$ cat src/rtl/core/acfd_pkg.sv
// ----------------------------------------------------------------------------
// acfd_pkg
// Shared types and constants for the arm CAN feedback decoder.
// ----------------------------------------------------------------------------
package acfd_pkg;

  localparam int unsigned JOINT_COUNT   = 7;
  localparam int unsigned TIME_BITS_DEF = 64;
  localparam int unsigned QUEUE_DEPTH   = 2;

  localparam int unsigned ID_BITS    = 11;
  localparam int unsigned LEN_BITS   = 4;
  localparam int unsigned DATA_BITS  = 64;
  localparam int unsigned CFG_IDX_BITS = 3;

  localparam logic [LEN_BITS-1:0] DECODE_LENGTH = 4'd8;

  localparam logic [ID_BITS-1:0] DRIVER_ID_FIRST = 11'h261;
  localparam logic [ID_BITS-1:0] DRIVER_ID_LAST  = 11'h267;

  localparam logic [ID_BITS-1:0] PAIR12_ID_RST  = 11'd677;
  localparam logic [ID_BITS-1:0] PAIR34_ID_RST  = 11'd678;
  localparam logic [ID_BITS-1:0] PAIR56_ID_RST  = 11'd679;
  localparam logic [ID_BITS-1:0] SINGLE7_ID_RST = 11'd680;
  localparam logic [ID_BITS-1:0] GRIPPER_ID_RST = 11'd681;

  localparam logic [7:0] ENABLE_BIT        = 8'h40;
  localparam logic [7:0] DRIVER_FAULT_MASK = 8'hBF;
  localparam logic [7:0] GRIP_FAULT_MASK   = 8'h3F;
  localparam logic [7:0] HOMED_BIT         = 8'h80;
  localparam logic [3:0] ALL_ARRIVED       = 4'hF;

  localparam logic [2:0] SLOT_PAIR12  = 3'd0;
  localparam logic [2:0] SLOT_PAIR34  = 3'd2;
  localparam logic [2:0] SLOT_PAIR56  = 3'd4;
  localparam logic [2:0] SLOT_SINGLE7 = 3'd6;

  localparam logic [CFG_IDX_BITS-1:0] CFG_PAIR12  = 3'd0;
  localparam logic [CFG_IDX_BITS-1:0] CFG_PAIR34  = 3'd1;
  localparam logic [CFG_IDX_BITS-1:0] CFG_PAIR56  = 3'd2;
  localparam logic [CFG_IDX_BITS-1:0] CFG_SINGLE7 = 3'd3;
  localparam logic [CFG_IDX_BITS-1:0] CFG_GRIPPER = 3'd4;

  typedef enum logic [1:0] {
    KIND_IGNORED = 2'd0,
    KIND_JOINT   = 2'd1,
    KIND_DRIVER  = 2'd2,
    KIND_GRIPPER = 2'd3
  } kind_e;

  typedef struct packed {
    kind_e              kind;
    logic [2:0]         slot;
    logic               pair;
    logic [1:0]         pos_bit;
    logic signed [31:0] value_first;
    logic signed [31:0] value_second;
    logic [15:0]        force_val;
    logic [7:0]         status;
    logic               enabled;
    logic               fault;
    logic               homed;
  } item_t;

  typedef struct packed {
    kind_e              kind;
    logic [2:0]         slot;
    logic signed [31:0] value_first;
    logic signed [31:0] value_second;
    logic               pair;
    logic [15:0]        force_val;
    logic [7:0]         status;
    logic               enabled;
    logic               fault;
    logic               homed;
    logic               cycle_complete;
    logic [31:0]        cycle_count;
  } result_t;

endpackage

$ cat src/rtl/core/arm_can_feedback_decoder_top.sv
// ----------------------------------------------------------------------------
// arm_can_feedback_decoder_top
// Decodes received arm CAN frames into joint, driver and gripper results.
// ----------------------------------------------------------------------------
// Usage:
//   Input channel (in_valid_i / in_stall_o) carries one received frame per
//   beat: id, length code, eight payload bytes and a timestamp. Every beat
//   yields exactly one result beat on out_valid_o / out_stall_i, in order;
//   frames of other length or unknown id give a result of kind ignored.
//   Id registers are written through cfg_we_i / cfg_index_i / cfg_data_i;
//   the user must do so only while the block is idle, the block does not
//   enforce it; writes beyond the last index are dropped. Throughput: one
//   frame per cycle unless a stall holds the flow. A frame passes from the
//   classifier into a two-entry queue, then via the state update into the
//   output register; the position-cycle counter loop sets the rate.
//   When the receiver stalls, the output register holds its beat and the
//   queue absorbs up to two more frames before in_stall_o rises.
//   Reset clears all joint, driver and gripper state, the arrival mask and
//   the cycle count, and restores the default feedback ids.
// ----------------------------------------------------------------------------
module arm_can_feedback_decoder_top #(
  parameter int unsigned TimeBits = acfd_pkg::TIME_BITS_DEF
) (
  input  logic                              clk_i,
  input  logic                              rst_ni,
  input  logic                              cfg_we_i,
  input  logic [acfd_pkg::CFG_IDX_BITS-1:0] cfg_index_i,
  input  logic [acfd_pkg::ID_BITS-1:0]      cfg_data_i,
  input  logic                              in_valid_i,
  output logic                              in_stall_o,
  input  logic [acfd_pkg::ID_BITS-1:0]      frame_id_i,
  input  logic [acfd_pkg::LEN_BITS-1:0]     frame_length_i,
  input  logic [acfd_pkg::DATA_BITS-1:0]    frame_data_i,
  input  logic [63:0]                       frame_time_i,
  output logic                              out_valid_o,
  input  logic                              out_stall_i,
  output logic [1:0]                        frame_kind_o,
  output logic [2:0]                        joint_slot_o,
  output logic signed [31:0]                value_first_o,
  output logic signed [31:0]                value_second_o,
  output logic                              pair_written_o,
  output logic [15:0]                       force_millinewton_o,
  output logic [7:0]                        status_byte_o,
  output logic                              enabled_flag_o,
  output logic                              fault_flag_o,
  output logic                              homed_flag_o,
  output logic                              cycle_complete_o,
  output logic [31:0]                       cycle_count_o
);
  import acfd_pkg::*;

  item_t               front_item, q_item;
  logic [TimeBits-1:0] front_time, q_time;
  logic                q_full, q_valid, q_pop, push;
  result_t             res;

  assign in_stall_o = q_full;
  assign push       = in_valid_i && !q_full;

  acfd_front #(.TimeBits(TimeBits)) u_front (
    .clk_i          (clk_i),
    .rst_ni         (rst_ni),
    .cfg_we_i       (cfg_we_i),
    .cfg_index_i    (cfg_index_i),
    .cfg_data_i     (cfg_data_i),
    .frame_id_i     (frame_id_i),
    .frame_length_i (frame_length_i),
    .frame_data_i   (frame_data_i),
    .frame_time_i   (frame_time_i),
    .item_o         (front_item),
    .time_o         (front_time)
  );

  acfd_queue #(.TimeBits(TimeBits)) u_queue (
    .clk_i   (clk_i),
    .rst_ni  (rst_ni),
    .push_i  (push),
    .item_i  (front_item),
    .time_i  (front_time),
    .full_o  (q_full),
    .pop_i   (q_pop),
    .valid_o (q_valid),
    .item_o  (q_item),
    .time_o  (q_time)
  );

  acfd_back #(.TimeBits(TimeBits)) u_back (
    .clk_i       (clk_i),
    .rst_ni      (rst_ni),
    .q_valid_i   (q_valid),
    .item_i      (q_item),
    .time_i      (q_time),
    .pop_o       (q_pop),
    .out_valid_o (out_valid_o),
    .out_stall_i (out_stall_i),
    .res_o       (res)
  );

  assign frame_kind_o        = res.kind;
  assign joint_slot_o        = res.slot;
  assign value_first_o       = res.value_first;
  assign value_second_o      = res.value_second;
  assign pair_written_o      = res.pair;
  assign force_millinewton_o = res.force_val;
  assign status_byte_o       = res.status;
  assign enabled_flag_o      = res.enabled;
  assign fault_flag_o        = res.fault;
  assign homed_flag_o        = res.homed;
  assign cycle_complete_o    = res.cycle_complete;
  assign cycle_count_o       = res.cycle_count;

`ifndef SYNTHESIS
  a_complete_is_joint : assert property (@(posedge clk_i) disable iff (!rst_ni)
    out_valid_o && cycle_complete_o |-> frame_kind_o == KIND_JOINT)
    else $error("cycle completion on a non-position beat");

  a_pair_not_single : assert property (@(posedge clk_i) disable iff (!rst_ni)
    out_valid_o && pair_written_o |-> frame_kind_o == KIND_JOINT && joint_slot_o != SLOT_SINGLE7)
    else $error("pair write flagged on a single or non-position beat");

  a_ignored_clean : assert property (@(posedge clk_i) disable iff (!rst_ni)
    out_valid_o && frame_kind_o == KIND_IGNORED |->
      value_first_o == '0 && value_second_o == '0 && !pair_written_o && !enabled_flag_o
      && !fault_flag_o && !homed_flag_o && !cycle_complete_o)
    else $error("ignored beat carries decoded fields");

  a_count_steps : assert property (@(posedge clk_i) disable iff (!rst_ni)
    q_pop && out_valid_o && !out_stall_i |=>
      cycle_count_o == $past(cycle_count_o) + 32'(cycle_complete_o))
    else $error("cycle count did not advance with completion");
`endif

endmodule

$ cat src/rtl/core/acfd_front.sv
// ----------------------------------------------------------------------------
// acfd_front
// Holds the id registers and classifies each incoming frame into a decoded
// item with its extracted fields.
// ----------------------------------------------------------------------------
module acfd_front #(
  parameter int unsigned TimeBits = acfd_pkg::TIME_BITS_DEF
) (
  input  logic                                 clk_i,
  input  logic                                 rst_ni,
  input  logic                                 cfg_we_i,
  input  logic [acfd_pkg::CFG_IDX_BITS-1:0]    cfg_index_i,
  input  logic [acfd_pkg::ID_BITS-1:0]         cfg_data_i,
  input  logic [acfd_pkg::ID_BITS-1:0]         frame_id_i,
  input  logic [acfd_pkg::LEN_BITS-1:0]        frame_length_i,
  input  logic [acfd_pkg::DATA_BITS-1:0]       frame_data_i,
  input  logic [63:0]                          frame_time_i,
  output acfd_pkg::item_t                      item_o,
  output logic [TimeBits-1:0]                  time_o
);
  import acfd_pkg::*;

  logic [ID_BITS-1:0] pair12_id_q, pair34_id_q, pair56_id_q, single7_id_q, gripper_id_q;
  logic [7:0]         drv_status;
  logic [7:0]         grip_status;

  always_ff @(posedge clk_i or negedge rst_ni) begin
    if (!rst_ni) begin
      pair12_id_q  <= PAIR12_ID_RST;
      pair34_id_q  <= PAIR34_ID_RST;
      pair56_id_q  <= PAIR56_ID_RST;
      single7_id_q <= SINGLE7_ID_RST;
      gripper_id_q <= GRIPPER_ID_RST;
    end else if (cfg_we_i) begin
      unique case (cfg_index_i)
        CFG_PAIR12:  pair12_id_q  <= cfg_data_i;
        CFG_PAIR34:  pair34_id_q  <= cfg_data_i;
        CFG_PAIR56:  pair56_id_q  <= cfg_data_i;
        CFG_SINGLE7: single7_id_q <= cfg_data_i;
        CFG_GRIPPER: gripper_id_q <= cfg_data_i;
        default: ;
      endcase
    end
  end

  assign drv_status  = frame_data_i[23:16];
  assign grip_status = frame_data_i[15:8];
  assign time_o      = frame_time_i[TimeBits-1:0];

  always_comb begin
    item_o = '0;
    item_o.kind = KIND_IGNORED;
    if (frame_length_i == DECODE_LENGTH) begin
      priority if (frame_id_i == pair12_id_q) begin
        item_o.kind = KIND_JOINT;
        item_o.slot = SLOT_PAIR12;
        item_o.pair = 1'b1;
      end else if (frame_id_i == pair34_id_q) begin
        item_o.kind = KIND_JOINT;
        item_o.slot = SLOT_PAIR34;
        item_o.pair = 1'b1;
      end else if (frame_id_i == pair56_id_q) begin
        item_o.kind = KIND_JOINT;
        item_o.slot = SLOT_PAIR56;
        item_o.pair = 1'b1;
      end else if (frame_id_i == single7_id_q) begin
        item_o.kind = KIND_JOINT;
        item_o.slot = SLOT_SINGLE7;
      end else if (frame_id_i >= DRIVER_ID_FIRST && frame_id_i <= DRIVER_ID_LAST) begin
        item_o.kind    = KIND_DRIVER;
        item_o.slot    = 3'(frame_id_i - DRIVER_ID_FIRST);
        item_o.status  = drv_status;
        item_o.enabled = |(drv_status & ENABLE_BIT);
        item_o.fault   = |(drv_status & DRIVER_FAULT_MASK);
      end else if (frame_id_i == gripper_id_q) begin
        item_o.kind         = KIND_GRIPPER;
        item_o.value_first  = frame_data_i[63:32];
        item_o.value_second = {24'd0, frame_data_i[7:0]};
        item_o.force_val    = frame_data_i[31:16];
        item_o.status       = grip_status;
        item_o.enabled      = |(grip_status & ENABLE_BIT);
        item_o.fault        = |(grip_status & GRIP_FAULT_MASK);
        item_o.homed        = |(grip_status & HOMED_BIT);
      end else begin
        item_o.kind = KIND_IGNORED;
      end
      if (item_o.kind == KIND_JOINT) begin
        item_o.pos_bit     = item_o.slot[2:1];
        item_o.value_first = frame_data_i[63:32];
        if (item_o.pair) begin
          item_o.value_second = frame_data_i[31:0];
        end
      end
    end
  end

endmodule

$ cat src/rtl/core/acfd_queue.sv
// ----------------------------------------------------------------------------
// acfd_queue
// Short queue between the classifier and the state update; decouples the
// stall of each side.
// ----------------------------------------------------------------------------
module acfd_queue #(
  parameter int unsigned TimeBits = acfd_pkg::TIME_BITS_DEF
) (
  input  logic                clk_i,
  input  logic                rst_ni,
  input  logic                push_i,
  input  acfd_pkg::item_t     item_i,
  input  logic [TimeBits-1:0] time_i,
  output logic                full_o,
  input  logic                pop_i,
  output logic                valid_o,
  output acfd_pkg::item_t     item_o,
  output logic [TimeBits-1:0] time_o
);
  import acfd_pkg::*;

  localparam int unsigned PtrBits = (QUEUE_DEPTH > 1) ? $clog2(QUEUE_DEPTH) : 1;
  localparam int unsigned CntBits = $clog2(QUEUE_DEPTH + 1);

  item_t               item_mem [QUEUE_DEPTH];
  logic [TimeBits-1:0] time_mem [QUEUE_DEPTH];
  logic [PtrBits-1:0]  wr_ptr_q, rd_ptr_q;
  logic [CntBits-1:0]  count_q;

  assign full_o  = (count_q == CntBits'(QUEUE_DEPTH));
  assign valid_o = (count_q != '0);
  assign item_o  = item_mem[rd_ptr_q];
  assign time_o  = time_mem[rd_ptr_q];

  always_ff @(posedge clk_i) begin
    if (push_i) begin
      item_mem[wr_ptr_q] <= item_i;
      time_mem[wr_ptr_q] <= time_i;
    end
  end

  always_ff @(posedge clk_i or negedge rst_ni) begin
    if (!rst_ni) begin
      wr_ptr_q <= '0;
      rd_ptr_q <= '0;
      count_q  <= '0;
    end else begin
      if (push_i) begin
        wr_ptr_q <= (wr_ptr_q == PtrBits'(QUEUE_DEPTH - 1)) ? '0 : wr_ptr_q + 1'b1;
      end
      if (pop_i) begin
        rd_ptr_q <= (rd_ptr_q == PtrBits'(QUEUE_DEPTH - 1)) ? '0 : rd_ptr_q + 1'b1;
      end
      if (push_i && !pop_i) begin
        count_q <= count_q + 1'b1;
      end else if (pop_i && !push_i) begin
        count_q <= count_q - 1'b1;
      end
    end
  end

endmodule

$ cat src/rtl/core/acfd_back.sv
// ----------------------------------------------------------------------------
// acfd_back
// Applies decoded items to the joint and gripper state, tracks the position
// cycle and holds the result beat for the receiver.
// ----------------------------------------------------------------------------
module acfd_back #(
  parameter int unsigned TimeBits = acfd_pkg::TIME_BITS_DEF
) (
  input  logic                clk_i,
  input  logic                rst_ni,
  input  logic                q_valid_i,
  input  acfd_pkg::item_t     item_i,
  input  logic [TimeBits-1:0] time_i,
  output logic                pop_o,
  output logic                out_valid_o,
  input  logic                out_stall_i,
  output acfd_pkg::result_t   res_o
);
  import acfd_pkg::*;

  logic [31:0]         joint_angle_q [JOINT_COUNT];
  logic [JOINT_COUNT-1:0] angle_valid_q, driver_seen_q, motor_on_q, motor_fault_q;
  logic [3:0]          arrival_mask_q, mask_set;
  logic [31:0]         seq_q, seq_d;
  logic [TimeBits-1:0] last_arm_time_q, cycle_time_q, grip_time_q;
  logic [31:0]         grip_width_q;
  logic [15:0]         grip_force_q;
  logic [7:0]          grip_status_q, grip_mode_q;
  logic                done;
  logic                valid_q;
  result_t             res_q, res_d;

  assign pop_o       = q_valid_i && (!valid_q || !out_stall_i);
  assign out_valid_o = valid_q;
  assign res_o       = res_q;

  always_comb begin
    mask_set = arrival_mask_q | (4'b0001 << item_i.pos_bit);
    done     = (item_i.kind == KIND_JOINT) && (mask_set == ALL_ARRIVED);
    seq_d    = seq_q + 32'(done);
    res_d.kind           = item_i.kind;
    res_d.slot           = item_i.slot;
    res_d.value_first    = item_i.value_first;
    res_d.value_second   = item_i.value_second;
    res_d.pair           = item_i.pair;
    res_d.force_val      = item_i.force_val;
    res_d.status         = item_i.status;
    res_d.enabled        = item_i.enabled;
    res_d.fault          = item_i.fault;
    res_d.homed          = item_i.homed;
    res_d.cycle_complete = done;
    res_d.cycle_count    = seq_d;
  end

  always_ff @(posedge clk_i) begin
    if (pop_o) begin
      res_q <= res_d;
    end
  end

  always_ff @(posedge clk_i or negedge rst_ni) begin
    if (!rst_ni) begin
      valid_q         <= 1'b0;
      joint_angle_q   <= '{default: '0};
      angle_valid_q   <= '0;
      driver_seen_q   <= '0;
      motor_on_q      <= '0;
      motor_fault_q   <= '0;
      arrival_mask_q  <= '0;
      seq_q           <= '0;
      last_arm_time_q <= '0;
      cycle_time_q    <= '0;
      grip_width_q    <= '0;
      grip_force_q    <= '0;
      grip_status_q   <= '0;
      grip_mode_q     <= '0;
      grip_time_q     <= '0;
    end else begin
      valid_q <= pop_o || (valid_q && out_stall_i);
      if (pop_o) begin
        unique case (item_i.kind)
          KIND_JOINT: begin
            joint_angle_q[item_i.slot] <= item_i.value_first;
            angle_valid_q[item_i.slot] <= 1'b1;
            if (item_i.pair) begin
              joint_angle_q[item_i.slot + 3'd1] <= item_i.value_second;
              angle_valid_q[item_i.slot + 3'd1] <= 1'b1;
            end
            last_arm_time_q <= time_i;
            seq_q           <= seq_d;
            if (done) begin
              arrival_mask_q <= '0;
              cycle_time_q   <= time_i;
            end else begin
              arrival_mask_q <= mask_set;
            end
          end
          KIND_DRIVER: begin
            driver_seen_q[item_i.slot] <= 1'b1;
            motor_on_q[item_i.slot]    <= item_i.enabled;
            motor_fault_q[item_i.slot] <= item_i.fault;
            last_arm_time_q            <= time_i;
          end
          KIND_GRIPPER: begin
            grip_width_q  <= item_i.value_first;
            grip_force_q  <= item_i.force_val;
            grip_status_q <= item_i.status;
            grip_mode_q   <= item_i.value_second[7:0];
            grip_time_q   <= time_i;
          end
          default: ;
        endcase
      end
    end
  end

endmodule

$ cat config.mk
export PLATFORM = sky130hd
export DESIGN_NAME = arm_can_feedback_decoder_top
export DESIGN_NICKNAME = d
export VERILOG_FILES = /design/src/rtl/core/acfd_pkg.sv /design/src/rtl/core/arm_can_feedback_decoder_top.sv /design/src/rtl/core/acfd_front.sv /design/src/rtl/core/acfd_queue.sv /design/src/rtl/core/acfd_back.sv
export SDC_FILE = /design/constraint.sdc
export NUM_CORES = 1
export LEC_CHECK = 0
export ABC_AREA = 1
export BUFFER_PORTS_ARGS = -buffer_cell sky130_fd_sc_hd__buf_4
export CORE_ASPECT_RATIO = 0.6
export CORE_UTILIZATION = 45
export CTS_CLUSTER_SIZE = 25
export DETAILED_ROUTE_END_ITERATION = 12
export PLACE_DENSITY = 0.66
export SYNTH_ARGS = -nofsm -noshare
export SYNTH_HDL_FRONTEND = slang
export SYNTH_SLANG_ARGS = --single-unit
$ cat constraint.sdc
create_clock -name clk_i -period 11.1 [get_ports clk_i]
set_clock_uncertainty 0.1 [all_clocks]
set_input_delay 2.22 -clock clk_i [delete_from_list [all_inputs] [get_ports clk_i]]
set_output_delay 2.22 -clock clk_i [all_outputs]
set_load 0.01 [all_outputs]
==> impl.org, run 1 <==
** Setup path
- For this design, the slowest cell found on the critical path is sky130_fd_sc_hd__buf_4.
- The worst register-to-register path has a setup slack of 6540 ps.
- Count of cells along the worst register-to-register path :: 19
- Tracing the worst setup path back leads to its startpoint at u_queue.rd_ptr_q$_DFFE_PN0P_.
- Data arrives at the worst endpoint at 4940 ps.
- The worst setup path is captured at a flop.
- The most numerous cell type found on the critical path is sky130_fd_sc_hd__nand2_1.
- Worst flop-to-flop path endpoint :: u_back.seq_q[24]$_DFFE_PN0P_
- STA puts the critical path data required time at 11480 ps.
- Traced cell by cell, the critical path runs through clkinv_2 -> buf_4 -> nand2_1 -> nand2_1 -> inv_1 -> o21ai_0 -> nand3_1 -> nor2_1 -> ha_1 -> ha_1 -> nand3_1 -> inv_1 -> nand3_2 -> nor2_4 -> nand3_2 -> nor2_1 -> xor2_1 -> nand2_1 -> nand2_1.
- In this run the critical register-to-register path is launched from u_queue.rd_ptr_q$_DFFE_PN0P_.
- By startpoint and endpoint, the worst setup path is classified as flop to flop.
- STA classifies the critical path startpoint as a flop.
- Following the worst setup path forward leads to its endpoint at u_back.seq_q[24]$_DFFE_PN0P_.
- CP peak stage delay :: 780 ps
- Of all nets on the critical path, the largest fanout is 75.

** Yosys
- A synthesized cell averages 11.10 sq um.
- Main combinational cell family by area after synthesis :: simple AND/OR/NAND/NOR gates
- After synthesis, the cell types taking the most area are sky130_fd_sc_hd__edfxtp_1 56%, sky130_fd_sc_hd__nand2_1 12%, sky130_fd_sc_hd__dfrtp_1 10%, sky130_fd_sc_hd__dfstp_2 3.7%, sky130_fd_sc_hd__inv_1 3.1%.
- Synthesized-area fraction occupied by adder cells :: 0.004280
- The compound-gate portion of the synthesized area is 0.02611.
- Of the total synthesized cell area, the portion taken by AND, OR, NAND and NOR gates is 0.1839.
- When the netlist entered floorplanning its net count stood at 1749.
- Largest area contributor in the netlist :: sky130_fd_sc_hd__edfxtp_1
- Number of cells produced by synthesis :: 1581
- Post-synthesis mux area share :: 0
- Area share of the leading cell type in the synthesized netlist :: 0.5563
- After synthesis the cells add up to 17540 sq um.
- After synthesis the netlist holds a flip-flop and latch count of 421.
- Of the total synthesized cell area, the portion taken by XOR and XNOR cells is 0.03795.
- Sequential-to-total area share from yosys stat :: 0.6951
- Number of distinct standard cells referenced by the synthesized netlist :: 37
- Yosys printed 0 warnings.

** Detailed routing
- After detailed routing, the number of vias per cell comes to 4.853.
- Before antenna repair, the detailed router went through 5 iterations.
- Via total after detailed routing :: 11380
- Total length of routed wires :: 38.57 mm
- Iteration-0 DRC count of the detailed router :: 884
- Post-route antenna net violation count :: 0
- For this run, design rule violations remaining after detail routing come to 0.
- After detailed routing, the average wire length per cell comes to 16.45 um.

** Min path
- Type of the worst min-delay path :: flop to flop

** Power
- Dividing total power by cell area gives a power density of 249.1 nW/um^2.
- Clock share of power :: 0.267
- The share of total power dissipated in combinational logic is 0.249.
- Share of total power in sequential cells :: 0.484
- Pint :: 3.632 mW
- Reported net switching power :: 1.601 mW
- Worst IR Drop VDD :: 0.0002265 V
- Fraction of power spent switching nets :: 0.3059
- In this run the static leakage power is 9.071 nW.

** Place
- HPWL Detailed :: 24.91 mm
- Input and output buffers added on the ports amount to 229.
- At the placement stage, the worst setup path has a slack of 6270 ps.
- Placer's final routability congestion estimate :: 0.8714

** Timing
- Setup TNS :: 0 ps
- Of the available clock period, the critical path in the final layout requires 0.4108.
- Timing would allow up to 219.3 MHz.
- The number of pins with negative max-slew slack in the final report was 0.
- For the pin with the worst max-slew slack, the measured transition is 942.5 ps.
- Headroom to the max-slew limit :: 0.3717
- Crit path setup slack, layout :: 6540 ps
- The worst path in the final design needs a cycle of 4560 ps, including I/O delays and setup.
- Hold violation total from the final report :: 0
- Setup repair after global routing left no endpoint under its margin.
- Setup violations remaining at the end of the flow were counted as 0.

** GRT
- The number of global-route vias before repair came to 10690.
- For this run, the total global-route usage over all layers was measured as 0.1925.
- Largest net degree at the start of global routing :: 76
- Wire length of the first global-routing pass :: 59.53 mm
- The total overflow left after global routing is 0.
- Antenna violations before repair :: 0

** Clock network
- Post-CTS Repair Setup Buffers :: 0
- Clock tree from TritonCTS :: yes
- Clock tree synthesis inserted a total of 40 buffers.
- Clk Tree Root Cell :: sky130_fd_sc_hd__clkbuf_16
- Post-CTS clock slew at the launch and capture registers of the worst setup and hold paths :: 60 ps
- CTS saw 421 sinks.
- Post-CTS Hold Buffers :: 0
- Post-CTS repair changed the size of 0 cells.
- The clock passes through at most 3 buffers.
- The later pin in the worst-skew pair is clocked with a latency of 540 ps.
- Number of levels the H-tree was split into :: 2

** Die
- The floorplan has 55 rows.
- Die X-Extent :: 256.9 um
- CORE AREA :: 38060 sq um
- The floorplan step defined a die boundary enclosing 39800 sq um.
- Initial core utilization :: 0.4610
- Measured along the y axis, the die boundary spans 154.9 um.
- Number of top-level design ports :: 294

** Run
- Max capacitance violation total :: 0

** Layout
- In the final layout, flip-flops and latches occupy 12200 sq um.
- Layout Utilization :: 0.5521
- Number of fill cells :: 3216
- For this run, the post-layout net count is 1970.
- From synthesis to final layout, the design area changed by 19.76%.
- In the final layout, the multi-input gates occupy 4444 sq um.
- Fraction of final layout cells sized beyond drive strength 1 :: 0.2058
- The repair_antennas step left the layout with diodes totalling 0.

** Run status
- The run finished with clean final reports.
-- stage by stage --
step / hold slack (ps) / instances / total power [mW] / instance area (sq um)
after floorplan: 345.9 / 1581 / 3.263 / 17540
after global placement: 358.6 / 2273 / 3.858 / 19670
after detailed placement: 372.7 / 2273 / 3.886 / 19670
after CTS: 387.9 / 2345 / 5.298 / 21010
after global routing: 406.2 / 2345 / 5.511 / 21010
final: 383.1 / 2345 / 5.233 / 21010
-- cells in the mapped netlist (all sizes together) --
cell type,n
or2,2
buf,30
o21ai,88
edfxtp,325
a21oi,2
dfstp,25
nor2,138
xor2,39
nor3b,2
nand4,29
nor4,4
nor3,14
inv,153
clkbuf,31
and3b,1
clkinv,1
dfrtp,71
nand2,548
ha,6
xnor2,37
nand3,35
-- registers in the layout, summed over array words and instances (netlist names) --
register,count
u_front.pair56_id_q,11
u_back.arrival_mask_q,4
u_queue.rd_ptr_q,1
u_front.pair12_id_q,11
u_back.res_o,129
u_back.out_valid_o,1
u_front.single7_id_q,11
u_queue.count_q,2
u_back.seq_q,32
u_front.gripper_id_q,11
u_front.pair34_id_q,11
u_queue.wr_ptr_q,1
u_queue.item_mem,196
-- routing by layer --
layer	wire, um	up-vias	part of all wire	GRT usage
li1	-	5581	-	-
met1	18790	5440	0.49	0.2936
met2	17070	314	0.44	0.2879
met3	2081	45	0.054	0.03112
met4	622	0	0.016	0.04762
met5	0	-	0	0
-- critical path, delay by kind of cell, from the launching register on --
kind                     cells  cell delay [ps]
AND/OR/NAND/NOR             11             1540
buffers and inverters        4             1300
flip-flops                   1              640
adder cells (fa/ha/maj)      2              450
AO/OA/AOI/OAI                1              220
XOR/XNOR                     1              200
-- worst min-delay path by stage --
stage	slack, ps	cells past startpoint	start	endpoint
CTS	390	2	u_back.seq_q[0]$_DFFE_PN0P_	u_back.seq_q[0]$_DFFE_PN0P_
global placement	360	2	u_back.seq_q[0]$_DFFE_PN0P_	u_back.seq_q[0]$_DFFE_PN0P_
finish	380	2	u_back.seq_q[0]$_DFFE_PN0P_	u_back.seq_q[0]$_DFFE_PN0P_
detailed placement	370	2	u_back.seq_q[0]$_DFFE_PN0P_	u_back.seq_q[0]$_DFFE_PN0P_
floorplan	350	2	u_back.seq_q[0]$_DFFE_PN0P_	u_back.seq_q[0]$_DFFE_PN0P_
global route	410	2	u_back.seq_q[0]$_DFFE_PN0P_	u_back.seq_q[0]$_DFFE_PN0P_
-- cell usage in the layout, fill, tap and decap left out, types with 6 or more instances in the layout --
master	n
sky130_fd_sc_hd__ha_1	6
sky130_fd_sc_hd__xor2_1	39
sky130_fd_sc_hd__clkbuf_16	42
sky130_fd_sc_hd__dfrtp_1	70
sky130_fd_sc_hd__nor3_1	13
sky130_fd_sc_hd__inv_1	143
sky130_fd_sc_hd__edfxtp_1	325
sky130_fd_sc_hd__inv_2	7
sky130_fd_sc_hd__buf_4	240
sky130_fd_sc_hd__xnor2_1	37
sky130_fd_sc_hd__clkbuf_1	13
sky130_fd_sc_hd__nand3_2	7
sky130_fd_sc_hd__o21ai_0	83
sky130_fd_sc_hd__dfstp_2	25
sky130_fd_sc_hd__nand3_1	28
sky130_fd_sc_hd__nand4_1	28
sky130_fd_sc_hd__nor2_2	21
sky130_fd_sc_hd__clkinv_2	6
sky130_fd_sc_hd__nand2_1	543
sky130_fd_sc_hd__nor2_1	112
-- power by group through the flow --
stage / clock network [mW] / registers, mW / logic, mW
floorplan: 0 / 2.65 / 0.609
global placement: 0 / 2.55 / 1.31
detailed placement: 0 / 2.56 / 1.33
CTS: 1.43 / 2.54 / 1.33
global route: 1.48 / 2.58 / 1.45
finish: 1.40 / 2.53 / 1.31
-- kinds of logic after synthesis --
logic type,Yosys count
AND/OR/NAND/NOR,773
flip-flops,421
buffers and inverters,215
AO/OA/AOI/OAI,90
XOR/XNOR,76
adder cells (fa/ha/maj),6
-- layout make-up --
type                            count  area share
Inverter                          154     0.02805
Multi-Input combinational cell    945      0.2115
Timing Repair Buffer              240     0.08576
Sequential cell                   421      0.5805
Tap cell                          513     0.03055
Clock inverter                     15    0.009886
Clock buffer                       57     0.05366
Note: power is estimated with default switching activity, not from simulation.
==> run 2: changes to the inputs <==
--- a/config.mk
+++ b/config.mk
@@ -5,7 +5,7 @@
 export SDC_FILE = /design/constraint.sdc
 export NUM_CORES = 1
 export LEC_CHECK = 0
-export ABC_AREA = 1
+export ABC_AREA = 0
 export BUFFER_PORTS_ARGS = -buffer_cell sky130_fd_sc_hd__buf_4
 export CORE_ASPECT_RATIO = 0.6
 export CORE_UTILIZATION = 45
==> constraint.sdc (replaced) <==
create_clock -name clk_i -period 4.6 [get_ports clk_i]
set_clock_uncertainty 0.1 [all_clocks]
set_input_delay 0.92 -clock clk_i [delete_from_list [all_inputs] [get_ports clk_i]]
set_output_delay 0.92 -clock clk_i [all_outputs]
set_load 0.01 [all_outputs]
==> run 2 against run 1 <==
Maximum frequency is 18% higher; non-clock buffer count increased by 9; final cell count decreased by 20%; combinational power up 120%; power increased by 130%; global-route usage barely moved; critical endpoint is now u_back.res_o[30]$_DFFE_PP_; largest cell class unchanged; highest routed layer is now met5.
==> impl.org, run 2 <==
** Clock network
- Post-CTS Hold Buffers :: 0 (unchanged)
- The tree is rooted in a sky130_fd_sc_hd__clkbuf_16.
- The clock latency reported for the late side of the worst-skew pair came to 520 ps (-20 ps).
- Number of levels the H-tree was split into :: 2 (unchanged)
- The post-CTS setup repair buffer count came to 0 (unchanged).
- The clock transition at the registers of the reported paths came to 60 ps (about the same).
- Clock tree from TritonCTS :: yes
- Maximum number of buffers from clock root to sink :: 3 (unchanged)
- The number of sinks handled by clock tree synthesis came to 421 (unchanged).
- Number of resized instances in the post-cts repair step :: 0 (unchanged)
- Num CTS Buffers :: 40 (unchanged)

** Timing
- The actual transition at the worst max-transition pin is 1211 ps (+268.7 ps).
- The share of the clock period used by the worst path after layout is 0.8435 (+0.4327).
- The final period demand of the worst path is 3880 ps (-680.0 ps).
- The slack of the critical path is 719.9 ps (-5820 ps).
- The number of pins with negative max-slew slack in the final report is 0 (unchanged).
- The upper clock frequency limit was 257.7 MHz (+18%).
- The final setup violation count came to 0 (unchanged).
- Hold violation total from the final report :: 0 (unchanged)
- The worst-case hold slack is 389.7 ps (+6.551 ps).
- Unrepaired setup endpoints after global routing :: false
- The setup TNS was 0 ps (unchanged).
- The worst slew slack as a fraction of its limit is 0.1895 (-0.1821).

** GRT
- Wire length of the first global-routing pass :: 56.97 mm (-4.3%)
- The number of global-route vias before repair is 9754 (-8.8%).
- Antenna violations before repair :: 2 (+2)
- GRT Resource Usage Total :: 0.1924 (about the same)
- Global route overflow :: 0 (unchanged)
- Largest net degree at the start of global routing :: 130 (+71%)

** Power
- The internal power came to 8.622 mW (+140%).
- The worst supply voltage drop on vdd came to 0.0003830 V (+69%).
- The switching power as a share of total power was 0.2748 (-0.03111).
- Leakage power of the design :: 7.937 nW (-12%)
- Total power density per cell area :: 573.8 nW/um^2 (+130%)
- Share of total power in sequential cells :: 0.494 (+0.010)
- The switching power came to 3.267 mW (+100%).
- Clock share of power :: 0.268 (about the same)
- Part of the power in combinational logic :: 0.238 (-0.011)

** Yosys
- The compound-gate portion of the synthesized area came to 0.02045 (-0.005659).
- Ranking of synthesized cells by area :: sky130_fd_sc_hd__edfxtp_1 57%, sky130_fd_sc_hd__dfrtp_1 10%, sky130_fd_sc_hd__mux2_2 10%, sky130_fd_sc_hd__dfstp_2 3.8%, sky130_fd_sc_hd__xor2_1 3.7%
- Ys async rst share :: 0.2280 (unchanged)
- The share of synthesized area occupied by flip-flops and latches came to 0.7116 (+0.01655).
- Post-Syn Nets :: 1273 (-27%)
- The total number of yosys warnings came to 0 (unchanged).
- The number of enable flip-flop cells after synthesis is 325 (unchanged).
- The xor-xnor portion of the synthesized cell area was 0.06185 (+0.02391).
- The flip-flop and latch count after synthesis was 421 (unchanged).
- The synthesized area per cell is 15.51 sq um (+40%).
- Cell types with the highest counts after synthesis :: 325 x sky130_fd_sc_hd__edfxtp_1, 152 x sky130_fd_sc_hd__mux2_2, 78 x sky130_fd_sc_hd__nand2_1, 72 x sky130_fd_sc_hd__xor2_1, 71 x sky130_fd_sc_hd__dfrtp_1
- Simple-gate share of the synthesized area :: 0.08084 (-0.1030)
- The instance count of the mapped netlist was 1105 (-30%).
- Synthesized-area fraction occupied by adder cells :: 0.004381 (+0.0001019)
- Number of distinct standard cells referenced by the synthesized netlist :: 49 (+32%)
- Post-synthesis mux area share :: 0.1017 (+0.1017)
- Most common cell in the synthesized netlist :: sky130_fd_sc_hd__edfxtp_1
- Netlist area before placement :: 17130 sq um (-2.3%)
- Most used flip-flop cell after synthesis :: sky130_fd_sc_hd__edfxtp_1
- Summed over all instances, the cell type with the most area after synthesis is sky130_fd_sc_hd__edfxtp_1.
- Area share of the leading cell type in the synthesized netlist :: 0.5696 (+0.01324)
- After synthesis, the largest family of logic cells by area is multiplexers.

** Layout
- The number of flip-flops under the largest register name came to 196 (unchanged).
- The fraction of final layout cells with drive strength greater than 1 was 0.3680 (+0.1622).
- The area growth from synthesis to layout is 20.93%.
- Ranked by flip-flop count, first place goes to u_queue.item_mem.
- Number of fill cells :: 3010 (-6.4%)
- Most common cell after layout, fill and taps aside :: sky130_fd_sc_hd__edfxtp_1
- Commonest non-fill, non-tap cells in the layout :: 325 x sky130_fd_sc_hd__edfxtp_1, 246 x sky130_fd_sc_hd__buf_4, 152 x sky130_fd_sc_hd__mux2_2
- The post-layout net count is 1508 (-23%).
- The final cell area excluding filler cells was 20720 sq um (-1.4%).
- The diode insertion count for antenna repair was 0 (unchanged).

** Setup path
- CP peak stage delay :: 660 ps (-120 ps)
- Total buffers and inverters traversed by the critical path :: 2 (-2)
- Kind of end point of the critical path :: flop
- Family with the most delay on the worst path :: simple AND/OR/NAND/NOR gates
- The worst path required time came to 4780 ps (-6700 ps).
- Critical path start-end classification :: flop to flop
- STA classifies the critical path startpoint as a flop.
- Arrival time of data at the critical path endpoint :: 4060 ps (-880 ps)
- The peak fanout along the critical path was 25 (-67%).
- On the critical path, the stage with the largest delay is an instance of sky130_fd_sc_hd__dfrtp_4.
- Sequence of cells on the critical path :: mux2i_1 -> buf_4 -> mux2i_1 -> nor4b_1 -> o21a_1 -> ha_1 -> ha_1 -> nand3_1 -> nor4_1 -> buf_4 -> and3_1 -> nand3_1 -> xnor2_1

** Run status
- Run status :: complete, no violations

** Die
- Initial core utilization :: 0.4645 (+0.003499)
- The vertical extent of the die came to 153.1 um (-1.2%).
- Core Rows :: 54 (-1.8%)
- The full die area was 38890 sq um (-2.3%).
- Number of top-level design ports :: 294 (unchanged)
- The core outline area came to 36890 sq um (-3.1%).
- Die X-Extent :: 253.9 um (-1.2%)

** Min path
- Type of the worst min-delay path :: flop to flop

** Detailed routing
- Via total after detailed routing :: 9586 (-16%)
- Met1 routed wirelength after detailed routing :: 17.64 mm (-6.1%)
- The detailed router used layers up to and including met5.
- The final wirelength came to 36.73 mm (-4.8%).
- Met3 WL post-DR :: 2.293 mm (+10%)
- The via-per-instance ratio came to 5.123 (+5.6%).
- The first-iteration detailed-routing DRC count came to 515 (-42%).
- Post-route DRC :: 0 (unchanged)
- WL met2 :: 16.11 mm (-5.6%)
- First drt pass iteration count :: 5 (unchanged)
- Post-detailed-route wirelength per cell :: 19.63 um (+19%)
- Post-route antenna net violation count :: 0 (unchanged)

** Place
- The setup slack after placement was 751.7 ps (-5518 ps).
- HPWL Detailed :: 23.73 mm (-4.8%)
- I/O Buffers :: 229 (unchanged)
- The standard cell area after detailed placement is 19470 sq um (-1.1%).
- The final RePlAce weighted congestion came to 0.7993 (-8.3%).

** Run
- Max capacitance violation total :: 0 (unchanged)
## run 2: cell count changes in the layout (fill, tap and decap cells not counted), moves of 19 or more
| cell | before | now |
|---|---|---|
| sky130_fd_sc_hd__and2_1 | 0 | 24 |
| sky130_fd_sc_hd__inv_1 | 143 | 22 |
| sky130_fd_sc_hd__nand2_1 | 543 | 78 |
| sky130_fd_sc_hd__xor2_1 | 39 | 72 |
| sky130_fd_sc_hd__a21oi_1 | 2 | 48 |
| sky130_fd_sc_hd__nor2_2 | 21 | 0 |
| sky130_fd_sc_hd__mux2_2 | 0 | 152 |
| sky130_fd_sc_hd__o21ai_0 | 83 | 3 |
| sky130_fd_sc_hd__and3_1 | 0 | 19 |
| sky130_fd_sc_hd__nor2_1 | 112 | 29 |
## run 2: worst min-delay path: stages, from the launching register on
cell,delay (ps)
sky130_fd_sc_hd__dfrtp_1,350
sky130_fd_sc_hd__nand2_1,50
sky130_fd_sc_hd__nand2_1,60
## run 2: final timing paths
kind,slack (ps),depth (start not counted),to,from
worst max-delay path,720,13,u_back.res_o[30]$_DFFE_PP_,u_queue.rd_ptr_q$_DFFE_PN0P_
worst min-delay path,390,2,u_back.seq_q[0]$_DFFE_PN0P_,u_back.seq_q[0]$_DFFE_PN0P_
worst max register to register,720,13,u_back.res_o[30]$_DFFE_PP_,u_queue.rd_ptr_q$_DFFE_PN0P_
worst min register to register,390,2,u_back.seq_q[0]$_DFFE_PN0P_,u_back.seq_q[0]$_DFFE_PN0P_
max in group asynchronous,3170,2,u_front.single7_id_q[5]$_DFFE_PN1P_,rst_ni
min in group asynchronous,400,1,u_front.pair56_id_q[3]$_DFFE_PN0P_,rst_ni
## run 2: per-layer routing
layer,up-vias,GRT usage
met5,-,0
met4,2,0.04217
met3,49,0.05109
met2,222,0.2792
met1,4798,0.2889
li1,4515,-
## run 2: cells by family after synthesis
family | count (synthesis)
AOI/OAI and AO/OA | 63
adders and majority gates | 6
xor gates and xnor gates | 121
muxes | 155
DFF | 421
buffers and inverters | 79
and+or+nand+nor | 260
## run 2: power groups by stage
stage	clock network (mW)	logic, mW	registers [mW]
floorplan	0	1.30	6.14
global placement	0	2.85	5.94
detailed placement	0	2.87	5.96
CTS	3.27	2.89	5.90
global route	3.43	3.06	5.99
finish	3.19	2.82	5.87
## run 2: layout make-up
type / instances / area, sq um / share of cell area
clock buffers: 54 / 1135 / 0.05477
clock inverters: 15 / 118.9 / 0.005737
inverters: 23 / 90.09 / 0.004348
multi-input cells: 605 / 4642 / 0.2240
flip-flops and latches: 421 / 12200 / 0.5886
well taps: 504 / 630.6 / 0.03043
repair buffers: 249 / 1907 / 0.09203
## run 2: per-stage QoR
step / power, mW / cells / utilization
3_3_place_gp: 8.789 / 1802 / 0.5277
4_1_cts: 12.06 / 1871 / 0.5617
5_1_grt: 12.48 / 1871 / 0.5617
3_5_place_dp: 8.836 / 1802 / 0.5277
2_1_floorplan: 7.440 / 1105 / -
6_report: 11.89 / 1871 / 0.5617
==> run 3: changes to the inputs <==
--- a/config.mk
+++ b/config.mk
@@ -5,13 +5,13 @@
 export SDC_FILE = /design/constraint.sdc
 export NUM_CORES = 1
 export LEC_CHECK = 0
-export ABC_AREA = 0
+export ABC_AREA = 1
 export BUFFER_PORTS_ARGS = -buffer_cell sky130_fd_sc_hd__buf_4
 export CORE_ASPECT_RATIO = 0.6
 export CORE_UTILIZATION = 45
 export CTS_CLUSTER_SIZE = 25
 export DETAILED_ROUTE_END_ITERATION = 12
-export PLACE_DENSITY = 0.66
+export PLACE_DENSITY = 0.69
 export SYNTH_ARGS = -nofsm -noshare
 export SYNTH_HDL_FRONTEND = slang
 export SYNTH_SLANG_ARGS = --single-unit
==> constraint.sdc (replaced) <==
create_clock -name clk_i -period 3.3 [get_ports clk_i]
set_clock_uncertainty 0.1 [all_clocks]
set_input_delay 0.66 -clock clk_i [delete_from_list [all_inputs] [get_ports clk_i]]
set_output_delay 0.66 -clock clk_i [all_outputs]
set_load 0.01 [all_outputs]
==> run 3 against run 2 <==
Die area grew 2.4%; routed wire length is 6.1% higher; utilization fell by 0.67 points; power rose by 48%; count of clock-buffer cells in the layout fell by 7; cell area rose by 1.9%; via count rose by 20%; non-clock buffer count is 1 lower; hold slack worse by 270 ps; flip-flop and latch count is the same.
==> impl.org, run 3 (synthesis results as in run 1) <==
** Power
- Pint :: 12.13 mW (+41%)
- The switching power as a share of total power was 0.3108 (+0.03602).
- The share of power burned in combinational logic was 0.258 (+0.020).
- The worst supply voltage drop on vdd was 0.0005385 V (+41%).
- The overall power after layout came to 17.59 mW (+48%).
- Leakage power of the design :: 9.107 nW (+15%)
- Share of total power in sequential cells :: 0.481 (-0.013)
- The clock power share was 0.261 (-0.007).
- Total power density per cell area :: 833.0 nW/um^2 (+45%)
- Reported net switching power :: 5.468 mW (+67%)

** GRT
- Wire length of the first global-routing pass :: 60.96 mm (+7.0%)
- The global routing usage summed across all routing layers was 0.1959 (+0.003475).
- Largest net degree at the start of global routing :: 95 (-27%)
- Antenna violations before repair :: 0 (-2)
- The number of global-route vias before repair is 11010 (+13%).
- The sum of overflow across all layers after global routing came to 0 (unchanged).

** Layout
- Most common cell after layout, fill and taps aside :: sky130_fd_sc_hd__nand2_1
- The layout filler cell count is 3203 (+6.4%).
- The number of flip-flops under the largest register name was 196 (unchanged).
- The utilization of the core after routing came to 0.5550 (-0.006672).
- Register ranked first by flip-flop count :: u_queue.item_mem
- Layout overhead on the synthesized area :: 20.40%
- Ant. Diodes :: 0 (unchanged)
- Count of placed standard cells in the final layout, fillers left out :: 2356 (+26%)
- The fraction of final layout cells with drive strength greater than 1 came to 0.2127 (-0.1553).
- Layout Nets :: 1979 (+31%)
- In the layout the commonest cells are 543 x sky130_fd_sc_hd__nand2_1, 325 x sky130_fd_sc_hd__edfxtp_1, 242 x sky130_fd_sc_hd__buf_4.

** Setup path
- The critical path goes through or2_2 -> o21ai_2 -> nand2_1 -> nand2_1 -> nand3_1 -> nor2_4 -> ha_2 -> ha_1 -> nand3_1 -> inv_2 -> nand3_2 -> nor2_4 -> nand3_2 -> nor2_2 -> xor2_1 -> nand2_1 -> nand2_1.
- Slack of the worst reg-to-reg path :: 210 ps (-510 ps)
- The worst register-to-register path ends at u_back.seq_q[24]$_DFFE_PN0P_.
- Kind of end point of the critical path :: flop
- The cell count of the worst reg-to-reg path was 17 (+4).
- Startpoint types :: flop
- Endpoint required time on the critical path :: 3680 ps (-1100 ps)
- Among all stages on the critical path, the largest delay is contributed by sky130_fd_sc_hd__dfrtp_4.
- CP peak stage delay :: 510 ps (-150 ps)
- By startpoint and endpoint, the worst setup path is classified as flop to flop.
- In this run the critical register-to-register path is launched from u_queue.rd_ptr_q$_DFFE_PN0P_.
- Counting stages on the worst path, the most repeated cell is sky130_fd_sc_hd__nand2_1.
- Critical path fanouts, max :: 6 (-76%)
- The data arrival time of the worst path is 3470 ps (-590 ps).

** Run status
- Run status :: complete, no violations

** Die
- Core Rows :: 55 (+1.9%)
- The starting density of the core was 0.4610 (-0.003499).
- CORE AREA :: 38060 sq um (+3.2%)
- Number of top-level design ports :: 294 (unchanged)
- Chip Height :: 154.9 um (+1.2%)
- Die X-Extent :: 256.9 um (+1.2%)
- Area of the die :: 39800 sq um (+2.4%)

** Min path
- The path class of the tightest hold or removal check is primary input to asynchronous set/reset pin.

** Timing
- Slew of the pin with the lowest slew margin :: 1141 ps (-70.70 ps)
- The final period demand of the worst path came to 3095 ps (-785.2 ps).
- Hold violation total from the final report :: 0 (unchanged)
- Setup TNS :: 0 ps (unchanged)
- The number of pins with negative max-slew slack in the final report is 0 (unchanged).
- Final clock period utilization by the worst path :: 0.9378 (+0.09434)
- Headroom to the max-slew limit :: 0.2396 (+0.05012)
- The upper clock frequency limit came to 323.1 MHz (+25%).
- Setup violators final :: 0 (unchanged)

** Clock network
- Post-CTS Hold Buffers :: 0 (unchanged)
- Clk Tree Root Cell :: sky130_fd_sc_hd__clkbuf_16
- Post-CTS clock slew at the launch and capture registers of the worst setup and hold paths :: 60 ps (about the same)
- The number of sinks handled by clock tree synthesis came to 421 (unchanged).
- Clock latency of the later-clocked register in the worst-skew pair :: 540 ps (+20 ps)
- Maximum number of buffers from clock root to sink :: 3 (unchanged)
- Clock tree from TritonCTS :: yes
- Num CTS Buffers :: 41 (+2.5%)
- Number of levels the H-tree was split into :: 2 (unchanged)

** Detailed routing
- The DRC violation count after routing is 0 (unchanged).
- The average wire length per cell after detail routing is 16.54 um (-16%).
- The first-iteration detailed-routing DRC count was 912 (+77%).
- The final wirelength was 38.96 mm (+6.1%).
- Post-detailed-route via-to-cell ratio :: 4.871 (-4.9%)
- The post-route antenna net violation count came to 0 (unchanged).
- Via total after detailed routing :: 11480 (+20%)
- The number of search-and-repair iterations in the first detailed-routing pass is 5 (unchanged).

** Place
- I/O Buffers :: 229 (unchanged)
- Placer's final routability congestion estimate :: 0.8326 (+4.2%)
- HPWL Detailed :: 25.17 mm (+6.1%)
- Placed cells :: 2279 (+26%)

** Run
- The max capacitance violation total came to 0 (unchanged).
-- run 3: changes by cell type in the layout (fill, tap and decap cells not counted), sizes merged, moves of 13 or more --
cell	change
a21oi	-46
and2	-25
and3	-20
inv	+132
mux2	-152
nand2	+470
nor2	+108
nor3	-13
o21ai	+85
xor2	-33
-- run 3: per-stage QoR --
stage                     area, sq um  hold slack, ps  setup slack, ps
after floorplan                 17550           264.4           -638.0
after global placement          19790           362.0            168.1
after detailed placement        19790           375.0            137.7
after CTS                       21090           142.8            123.6
after global routing            21120           172.4           -35.40
final                           21120           116.4            205.1
-- run 3: worst max-delay path, delay by kind of cell (launching register included) --
kind	cells	cell delay, ps
and+or+nand+nor	12	1610
DFF	1	510
adders and majority gates	2	400
xor gates and xnor gates	1	210
AOI/OAI and AO/OA	1	90
buffers and inverters	1	90
-- run 3: timing repair --
item                                    in CTS  in global routing
endpoints found under the setup margin       0                 11
hold endpoints to repair                     0                  0
buffers inserted                             0                  2
resized for setup                            0                  5
-- run 3: final cells by class --
cell class                      count  area, sq um  share of cell area
Timing Repair Buffer              248         1937             0.09171
Clock buffer                       47         1049             0.04964
Clock inverter                     28        251.5             0.01191
Sequential cell                   421        12200              0.5775
Multi-Input combinational cell    945         4457              0.2110
Tap cell                          513        641.9             0.03039
Inverter                          154        588.1             0.02784
-- run 3: power groups by stage --
stage	clock network (mW)	logic, mW	registers (mW)
2_1_floorplan	0	2.06	8.86
3_3_place_gp	0	4.54	8.51
3_5_place_dp	0	4.61	8.55
4_1_cts	4.71	4.62	8.47
5_1_grt	4.91	5.01	8.62
6_report	4.59	4.54	8.46
-- run 3: how the worst max path moves through the flow --
stage                                 start                               end
2_1_floorplan                    in_valid_i  u_queue.item_mem[1][0]$_DFFE_PP_
3_3_place_gp   u_queue.rd_ptr_q$_DFFE_PN0P_      u_back.seq_q[24]$_DFFE_PN0P_
3_5_place_dp   u_queue.rd_ptr_q$_DFFE_PN0P_      u_back.seq_q[24]$_DFFE_PN0P_
4_1_cts        u_queue.rd_ptr_q$_DFFE_PN0P_      u_back.seq_q[24]$_DFFE_PN0P_
5_1_grt        u_queue.rd_ptr_q$_DFFE_PN0P_      u_back.seq_q[28]$_DFFE_PN0P_
6_report       u_queue.rd_ptr_q$_DFFE_PN0P_      u_back.seq_q[24]$_DFFE_PN0P_
-- run 3: layer usage --
| metal | wire length, um | share of wire | track usage |
|---|---|---|---|
| met1 | 18750 | 0.48 | 0.2943 |
| met2 | 17130 | 0.44 | 0.2933 |
| met3 | 2312 | 0.059 | 0.03698 |
| met4 | 773 | 0.020 | 0.04960 |
| met5 | 0 | 0 | 0 |
